## config.mk

```make
export PLATFORM = sky130hd
export DESIGN_NAME = bud_table
export DESIGN_NICKNAME = d
export VERILOG_FILES = /design/src/rtl/bud_pkg.sv /design/src/rtl/bud_table.sv
export SDC_FILE = /design/constraint.sdc
export NUM_CORES = 2
export LEC_CHECK = 0
export ABC_AREA = 1
export BUFFER_PORTS_ARGS = -buffer_cell sky130_fd_sc_hd__buf_4
export CAP_MARGIN = 10
export CORE_AREA = 10 10 358 429
export DETAILED_ROUTE_END_ITERATION = 12
export DIE_AREA = 0 0 368 439
export PLACE_DENSITY = 0.72
export SETUP_SLACK_MARGIN = 0.15
export SYNTH_ARGS = -nofsm -noshare
export SYNTH_HDL_FRONTEND = slang
export SYNTH_SLANG_ARGS = --single-unit
```

## constraint.sdc

```tcl
create_clock -name clock -period 2.8 [get_ports clock]
set_clock_uncertainty 0.05 [all_clocks]
set_input_delay 0.28 -clock clock [delete_from_list [all_inputs] [get_ports clock]]
set_output_delay 0.28 -clock clock [all_outputs]
set_load 0.02 [all_outputs]
```

## src/rtl/bud_pkg.sv

```systemverilog
package bud_pkg;
   localparam int POOL_BYTES_DEF    = 1024;
   localparam int NUM_ORDERS_DEF    = 11;
   localparam int TABLE_ENTRIES_DEF = 64;
   localparam int SMALL_LIMIT_DEF   = 8;
   localparam int TAG_BITS_DEF      = 16;

   localparam int STATUS_BITS = 3;
   localparam int OFFSET_BITS = 10;
   localparam int ORDER_BITS  = 4;
   localparam int SIZE_BITS   = 11;

   typedef enum logic [STATUS_BITS-1:0] {
      ST_OK         = 3'd0,
      ST_NO_FREE    = 3'd1,
      ST_TOO_LARGE  = 3'd2,
      ST_TABLE_FULL = 3'd3,
      ST_NOT_FOUND  = 3'd4
   } status_type;

   typedef struct packed {
      status_type             status;
      logic [OFFSET_BITS-1:0] offset;
      logic [ORDER_BITS-1:0]  order;
   } result_type;
endpackage

```

## src/rtl/bud_table.sv

```systemverilog
// allocation table: tag/offset/order memory plus valid bits, read one entry at a time
module bud_table #(
   parameter int TABLE_ENTRIES = bud_pkg::TABLE_ENTRIES_DEF,
   parameter int TAG_BITS      = bud_pkg::TAG_BITS_DEF
) (
   input  logic                          clock,
   input  logic                          reset,
   input  logic [$clog2(TABLE_ENTRIES)-1:0] rd_addr,
   output logic                          rd_valid,
   output logic [TAG_BITS-1:0]           rd_tag,
   output logic [bud_pkg::OFFSET_BITS-1:0] rd_offset,
   output logic [bud_pkg::ORDER_BITS-1:0]  rd_order,
   input  logic                          wr_en,
   input  logic [$clog2(TABLE_ENTRIES)-1:0] wr_addr,
   input  logic [TAG_BITS-1:0]           wr_tag,
   input  logic [bud_pkg::OFFSET_BITS-1:0] wr_offset,
   input  logic [bud_pkg::ORDER_BITS-1:0]  wr_order,
   input  logic                          clr_en,
   input  logic [$clog2(TABLE_ENTRIES)-1:0] clr_addr
);
   localparam int DW = TAG_BITS + bud_pkg::OFFSET_BITS + bud_pkg::ORDER_BITS;
   logic [DW-1:0] mem [TABLE_ENTRIES];
   logic [TABLE_ENTRIES-1:0] valid_ff;
   logic [DW-1:0] rdata_ff;
   logic rvalid_ff;

   always_ff @(posedge clock) begin
      if (wr_en) mem[wr_addr] <= {wr_tag, wr_offset, wr_order};
      rdata_ff <= mem[rd_addr];
   end

   always_ff @(posedge clock) begin
      if (reset) begin
         valid_ff  <= '0;
         rvalid_ff <= 1'b0;
      end else begin
         rvalid_ff <= valid_ff[rd_addr];
         if (wr_en) valid_ff[wr_addr] <= 1'b1;
         if (clr_en) valid_ff[clr_addr] <= 1'b0;
      end
   end

   assign rd_valid  = rvalid_ff;
   assign rd_tag    = rdata_ff[DW-1 -: TAG_BITS];
   assign rd_offset = rdata_ff[bud_pkg::ORDER_BITS +: bud_pkg::OFFSET_BITS];
   assign rd_order  = rdata_ff[bud_pkg::ORDER_BITS-1:0];
endmodule

```

==> results.yml <==
layout:
  drive_gt1_share_pct: 9.845
  most-common-layout-cells: "edfxtp_1, nand2_1, nand3_1"
  final_nets: 7061
  synthToLayoutAreaGrowth_pct: 14.12
  final_common_cell: "edfxtp_1"
  design_area_um2: 91970
timing:
  rsz0062_at_grt: "no"
  setup_viol: 0
  finalCriticalPeriod_ps: 2524
  drv_slew: 0
  relSlewSlack_pct: 37.95
  fin_crit_sh_pct: 90.14
  fmax_ghz: 0.3962
  worst_slew_pin_slew_ps: 930.7
  finalHoldViolations: 0
  fin_setup_tns_ps: 0
worst_setup_path:
  crit_path_cell_trace: "dlygate4sd3_1 -> buf_4 -> inv_1 -> nor3_1 -> inv_1 -> nor2_1 -> clkinvlp_4 -> nor2_4 -> buf_4 -> nor2_1 -> nor3_1 -> dlygate4sd3_1"
  rr_startpoint: "mem[37][12]$_DFFE_PP_"
  critPathMaxStageDelay_ps: 630
  start_kind: "primary input"
  path_class: "primary input to flip-flop"
  required_ps: 3530
  worstPathMaxFanout: 20
  crit_path_start: "wr_addr[2]"
  cp_slowest_cell: "dlygate4sd3_1"
  arrival_ps: 3260
  end_kind: "flip-flop"
floorplan:
  ioPinCount: 83
  core_um2: 144700
  rows: 153
  die_x_um: 368
  start_util_pct: 55.69
  die_y_um: 439
  die_area_um2: 161600
power_and_ir_drop:
  total_power_mw: 62.27
  peakVddDrop_mv: 0.6533
  leakage_nw: 32.61
  power.density_nw_per_um2: 677.1
drt:
  drt_wl_total_um: 243600
  avgViaCountPerCell: 6.208
  drc: 0
  wl_per_cell_um: 26.75
  dr.pass1.iters: 7
  num_vias: 56520
  drt_first_iter_violations: 8038
  antenna_left: 0
synth:
  synthCells: 6833
  ys_seq_area_share_pct: 73.90
  synth_area_um2: 80590
  ys_seq_elements: 2015
  synth.avg_cell_area_um2: 11.79
  yosysWarnings: 0
  synth_fp_nets: 6885
  ys_types: 20
job:
  max_cap_viol_count: 0
min_path:
  hold_start: "wr_offset[7]"
  hold_path_class: "primary input to flip-flop"
global_route:
  antenna_found_initial: 7
  grt_start_max_net_pins: 113
  grt_pass1_vias: 54180
  grt_remaining_overflow: 0
  grt_pass1_wl_um: 355500
  track_usage_pct: 29.61
clocking:
  htree_levels: 4
  clock_latency_ps: 860
  clockBufferDepth: 3
  cts-root-buf: "clkbuf_16"
  clock_sinks: 2015
  cts_buffers: 188
  cts_tree: "done"
  path_clk_slew_ps: 70
placed_design:
  place_area_um2: 85680
  dp_hpwl_um: 137900
  gp_congestion: 0.9111
  port_buffers: 82
outcome:
  status: "finished clean"
-- path summary, 6_finish.rpt --
path	to	slack (ps)	cells past startpoint
setup / recovery	valid_ff[62]$_SDFF_PP0_	280	12
hold / removal	mem[5][11]$_DFFE_PP_	20	1
setup reg to reg	rdata_ff[12]$_DFF_P_	580	9
hold reg to reg	valid_ff[23]$_SDFF_PP0_	440	2
-- area by class of cell --
type	count	area [um^2]
antenna	6	15.01
clock buffer	269	5129
clock inverter	73	700.7
fill	10660	52760
inverter	132	526.8
multi-input combinational	4245	18960
sequential	2015	59560
tap	1937	2424
timing repair buffer	427	4659
-- power breakdown --
group          total [mW]  internal, mW  switching [mW]
registers            33.4          33.2           0.150
logic                4.39          1.21            3.19
clock network        24.5          13.4            11.1
total                62.3          47.8            14.4
-- repair_timing --
item	CTS	global route
gates resized for setup	0	1
setup buffers	0	3
hold buffers	42	0
setup endpoints to repair	0	2
endpoints found under the hold margin	1083	0
-- cells by family after synthesis --
kind of cell    Yosys count  synth area share [%]
compound gates          569                 3.673
buf+inv                 573                 3.175
flops                  2015                 73.90
simple gates           3676                 19.25
-- state kept, by name, indices dropped and copies added (netlist names) --
name and count:
mem 1920, valid_ff 64, rdata_ff 30, rd_valid 1
-- through the flow --
step / worst slack, ps / hold WS, ps / cells / utilization, %
3_3_place_gp: -83.51 / 424.6 / 8711 / 59.20
4_1_cts: 333.6 / 0.06828 / 9095 / 63.52
3_5_place_dp: -89.04 / 429.0 / 8711 / 59.20
5_1_grt: 182.8 / 32.54 / 9098 / 63.54
6_report: 276.2 / 18.38 / 9104 / 63.55
2_1_floorplan: 223.7 / 328.9 / 6833 / -
-- layer usage --
layer	GRT usage, %	part of all wire (%)
met1	38.41	36
met2	46.81	47
met3	5.833	11
met4	16.65	6.2
met5	0	0.028
-- worst max-delay path: cells and delay by family --
family,cells,cell delay [ps]
simple gates,5,780
buf+inv,7,2180
-- cell usage after synthesis, drive strengths merged --
cell / n / area share, %
edfxtp: 1920 / 72
nand2: 1917 / 8.9
nand3: 1261 / 7.8
nor2: 403 / 1.9
o21ai: 328 / 2.0
buf: 300 / 1.9
a21oi: 151 / 0.94
clkbuf: 141 / 0.66
inv: 131 / 0.61
dfxtp: 95 / 2.4
o22ai: 90 / 0.70
nor3: 78 / 0.48
nand4: 9 / 0.070
nor4: 8 / 0.062
clkinv: 1 / 0.0047
Note: power is estimated with default switching activity, not from simulation.
