**src/rtl/bud_pkg.sv**
```systemverilog
package bud_pkg;
   localparam int POOL_BYTES_DEF    = 1024;
   localparam int NUM_ORDERS_DEF    = 11;
   localparam int TABLE_ENTRIES_DEF = 64;
   localparam int SMALL_LIMIT_DEF   = 8;
   localparam int TAG_BITS_DEF      = 16;

   localparam int STATUS_BITS = 3;
   localparam int OFFSET_BITS = 10;
   localparam int ORDER_BITS  = 4;
   localparam int SIZE_BITS   = 11;

   typedef enum logic [STATUS_BITS-1:0] {
      ST_OK         = 3'd0,
      ST_NO_FREE    = 3'd1,
      ST_TOO_LARGE  = 3'd2,
      ST_TABLE_FULL = 3'd3,
      ST_NOT_FOUND  = 3'd4
   } status_type;

   typedef struct packed {
      status_type             status;
      logic [OFFSET_BITS-1:0] offset;
      logic [ORDER_BITS-1:0]  order;
   } result_type;
endpackage

```
**src/rtl/bud_freemap.sv**
```systemverilog
// free bitmap of buddy-tree nodes; one read and one write port, cleared by a sweep after reset
module bud_freemap #(
   parameter int NUM_ORDERS = bud_pkg::NUM_ORDERS_DEF
) (
   input  logic                  clock,
   input  logic                  reset,
   input  logic [NUM_ORDERS-1:0] rd_addr,
   output logic                  rd_data,
   input  logic                  wr_en,
   input  logic [NUM_ORDERS-1:0] wr_addr,
   input  logic                  wr_data,
   output logic                  busy
);
   localparam int NODES = 1 << NUM_ORDERS;
   logic mem [NODES];
   logic rd_ff;
   logic [NUM_ORDERS-1:0] clr_addr_ff;
   logic clr_busy_ff;

   always_ff @(posedge clock) begin
      if (reset) begin
         clr_addr_ff <= '0;
         clr_busy_ff <= 1'b1;
      end else if (clr_busy_ff) begin
         clr_addr_ff <= clr_addr_ff + 1'b1;
         if (clr_addr_ff == '1) clr_busy_ff <= 1'b0;
      end
   end

   // sweep leaves only the whole-pool node free
   always_ff @(posedge clock) begin
      if (clr_busy_ff) mem[clr_addr_ff] <= (clr_addr_ff == '0);
      else if (wr_en) mem[wr_addr] <= wr_data;
      rd_ff <= mem[rd_addr];
   end

   assign rd_data = rd_ff;
   assign busy    = clr_busy_ff;
endmodule

```
**config.mk**
```make
export PLATFORM = sky130hd
export DESIGN_NAME = bud_freemap
export DESIGN_NICKNAME = d
export VERILOG_FILES = /design/src/rtl/bud_pkg.sv /design/src/rtl/bud_freemap.sv
export SDC_FILE = /design/constraint.sdc
export NUM_CORES = 2
export LEC_CHECK = 0
export BUFFER_PORTS_ARGS = -buffer_cell sky130_fd_sc_hd__buf_4
export CORE_UTILIZATION = 45
export CTS_CLUSTER_SIZE = 28
export DETAILED_ROUTE_END_ITERATION = 10
export PLACE_DENSITY = 0.72
export SYNTH_ARGS = -nofsm -noshare
export SYNTH_HDL_FRONTEND = slang
export SYNTH_SLANG_ARGS = --single-unit
```
**constraint.sdc**
```tcl
create_clock -name clock -period 30.2 [get_ports clock]
set_input_delay 1.51 -clock clock [delete_from_list [all_inputs] [get_ports clock]]
set_output_delay 1.51 -clock clock [all_outputs]
set_load 0.1 [all_outputs]
```
==> impl_summary.md <==
Run status
The flow ran to the end, but the final reports show violations. The final reports fail on max-capacitance violations.

Setup path
STA puts the critical path data required time at 30.95 ns. In this run the critical register-to-register path is captured at mem[612]. Grouping stages by cell kind, the critical path spends the most delay in buffers and inverters. Data on the critical path arrives at its endpoint at 7.09 ns.

In this run the critical register-to-register path is launched from busy. Counting both buffers and inverters, the worst setup path holds a total of 4. The worst setup path is captured at a flip-flop. The signal on the critical path passes through buf_8 > buf_12 > buf_4 > buf_12 > mux4_2 > and2_1 > a2111oi_0 > a41oi_1 > a21oi_1 > a2111o_1 > o31ai_2 > a311o_1.

The most numerous cell type found on the critical path is sky130_fd_sc_hd__buf_12. In this run the worst path has a maximum fanout of 99. The number of cells on the worst reg-to-reg path is 6.

STA classifies the critical path startpoint as a primary input. Across all register-to-register paths, the minimum setup slack is 24.14 ns. The critical path class is primary input to flip-flop. In this design, the stage delay of the slowest critical-path cell is 0.89 ns. The library cell contributing the largest single delay on the critical path is sky130_fd_sc_hd__buf_4.

Layout
From synthesis to final layout, the design area changed by 9.420%. The filler cell count is 16410. After routing the design area is 98260 um^2. For this run, the post-layout net count is 6114.

The fraction of layout cells with a size suffix above 1 is 0.1357.

Floorplanning
The die area is 201300 um^2. The die is 448.7 um wide. The die is 448.7 um tall. The initialized floorplan defines 163 standard-cell rows. The total area inside the core boundary comes to 197800 um^2. The I/O pin count is 28. The initial utilization of the core area, before any placement, comes to 0.4539.

Global routing
The number of antenna violations at the first check in global routing is 9. Entering global routing, the biggest net connects 295 pins. The first-pass GRT wire length is 368.9 mm. After global routing the overflow that remains totals 0. The overall global routing resource usage is 0.2511. The via count of the first global-routing pass is 54330.

Clock tree
The maximum level of the CTS H-tree is 4. The latest clock arrival within the worst-skew pair is 0.88 ns. The number of clock sinks is 2061. The number of buffers created by CTS is 207. Hold repair after CTS inserted 0 buffers. The clock passes through at most 3 buffers. The clock-pin slew on the worst setup and hold paths is 0.06 ns. TritonCTS built the clock tree. In this run the clock root is driven by a sky130_fd_sc_hd__clkbuf_16. In this run the post-CTS setup repair buffer count came out at 0. After clock tree synthesis, the repair step resized 0 gates.

Yosys
The number of distinct library cells after synthesis is 62. The average instance in the mapped netlist occupies 14.16 um^2. For this run, the number of Yosys warnings is 0. In the synthesized netlist the async set-or-reset flop fraction comes to 0. The main flop type after synthesis is sky130_fd_sc_hd__edfxtp_1.

After synthesis, the cell types taking the most area are sky130_fd_sc_hd__edfxtp_1 (68%), sky130_fd_sc_hd__mux4_2 (9.2%), sky130_fd_sc_hd__nor2_1 (9.0%). The number of nets handed over by synthesis was 6369. The flop and latch count out of synthesis is 2061.

The count of flip-flops with a built-in enable after synthesis is 2048. sky130_fd_sc_hd__edfxtp_1 takes more of the synthesized area than any other cell. After synthesis, the most frequently instantiated cells are sky130_fd_sc_hd__nor2_1 (2144), sky130_fd_sc_hd__edfxtp_1 (2048), sky130_fd_sc_hd__mux4_2 (367), sky130_fd_sc_hd__mux2i_1 (312), sky130_fd_sc_hd__clkbuf_1 (302). The number of standard cells after synthesis is 6341. The sequential area share after synthesis is 0.6877.

The cell with the most instances after synthesis is sky130_fd_sc_hd__nor2_1. The mapped netlist covers 89800 um^2. The top-area cell type share of the netlist area is 0.6848.

Power
The power density over the cells is 62.00 nW/um^2. In this run the static leakage power is 29.01 nW. The worst-case IR drop observed on VDD is 0.05462 mV.

Timing
The hold violation total from the final report is 0. Setup repair after global routing left no endpoint under its margin. For the final routed database, the setup TNS stands at 0 ns.

The clock skew after layout is 0.04955 ns. The top achievable clock speed is 157.7 MHz. The measured slew at the worst slew-check pin is 1.466 ns. The total count of max-transition violations in the final report is 0. The total setup violations reported at the end of the flow is 0.

Subtracting the final worst setup slack from the clock period gives 6.341 ns. Across all hold checks on the routed design, the worst slack comes to 0.5548 ns. In this run the tightest slew margin relative to its limit is 0.02017. The period utilization is 0.2100.

Routing
The number of optimization iterations in the first detailed-route pass is 5. Dividing the detail-routed via count by the number of cells gives 6.286. The total length of routed wires is 258.7 mm. For this block, the via count after detailed routing is 55960. The mean routed wirelength per cell is 29.06 um. After detailed routing, the number of remaining DRC violations is 0.

The remaining number of nets flagged by the antenna check after routing is 0. After the first detailed-routing iteration, the DRC count stood at 8719.

Placement
The final RePlAce weighted congestion is 0.8546. The placed wire-length estimate after detailed placement is 136.0 mm. The placement-stage cell area is 91830 um^2. Port buffering added 27 buffers.

Worst hold path
The min-delay analysis places its worst path in the category flip-flop to flip-flop. The startpoint identified for the worst hold timing path is clr_addr_ff[5]. The number of cells on the worst hold path is 2.

The worst hold path terminates at clr_addr_ff[5].

Flow run
Max-cap violations in this run came to 1.
[tightest hold or removal path, cell delays in order, from the launching register on]
cell	delay, ns
sky130_fd_sc_hd__dfxtp_1	0.35
sky130_fd_sc_hd__o21ai_0	0.09
sky130_fd_sc_hd__a21oi_1	0.06
[through the flow]
step           cells  setup slack (ns)    util  power [W]
2_1_floorplan   6341             11.81       -   0.003768
6_report        8902             23.86  0.4967   0.006092
3_5_place_dp    8517             23.05  0.4642   0.003688
4_1_cts         8897             23.96  0.4966   0.006089
3_3_place_gp    8517             23.03  0.4642   0.003677
5_1_grt         8899             23.59  0.4967   0.006217
[final cells by class]
cell class,count,area [um^2],share of cell area
flip-flops and latches,2061,61760,0.6285
well taps,2640,3303,0.03362
diodes,5,12.51,0.0001273
clock buffers,262,5441,0.05538
repair buffers,138,1151,0.01171
clock inverters,118,972.2,0.009894
inverters,13,56.30,0.0005730
multi-input cells,3665,25560,0.2602
[where the power goes]
part	switching, W	internal (W)	total, W
logic	0.000287	0.0000927	0.000379
clock network	0.00110	0.00136	0.00245
registers	0.00000158	0.00326	0.00326
[worst max path at each step]
| stage | start | endpoint | slack [ns] | cells after the start |
|---|---|---|---|---|
| after floorplan | wr_en | mem[0] | 11.81 | 4 |
| after global placement | rd_addr[0] | rd_data | 23.03 | 12 |
| after detailed placement | rd_addr[0] | rd_data | 23.05 | 12 |
| after CTS | rd_addr[0] | rd_data | 23.96 | 12 |
| after global routing | rd_addr[0] | rd_data | 23.59 | 12 |
| final | rd_addr[0] | rd_data | 23.86 | 12 |
[cell usage in the layout (no fill, tap or decap), drive strengths merged, types with 6 or more instances in the layout]
cell type	count
nand3	72
buf	138
bufinv	10
clkinv	100
mux4	391
xnor2	7
inv	18
nand4	25
o221ai	119
a31oi	21
mux2i	312
o22ai	68
o31ai	6
nor2	2144
o211ai	7
nand2	168
nor2b	6
edfxtp	2048
nor3	63
a2111oi	12
and3	6
a22oi	26
nor3b	7
nor4	23
a211oi	6
clkbuf	262
o21ai	44
a21oi	69
dfxtp	13
[logic make-up after synthesis]
group / Yosys count / synth area share
and+or+nand+nor: 2540 / 0.1109
DFF: 2061 / 0.6877
muxes: 708 / 0.1345
buffers and inverters: 615 / 0.03361
AOI/OAI and AO/OA: 406 / 0.03209
xor gates and xnor gates: 9 / 0.0008778
adders and majority gates: 2 / 0.0002786
[registers in the layout (all words and copies together), names as in the netlist]
register	flops
mem	2048
clr_addr_ff	11
busy	1
rd_data	1
[per-layer routing]
metal	vias to the layer above	part of all wire	track usage
met3	687	0.14	0.06745
li1	22920	-	-
met1	28450	0.35	0.3313
met4	4	0.050	0.1109
met5	-	0.000089	0
met2	3904	0.46	0.3911
No activity file was read; power rests on OpenSTA's default activity.
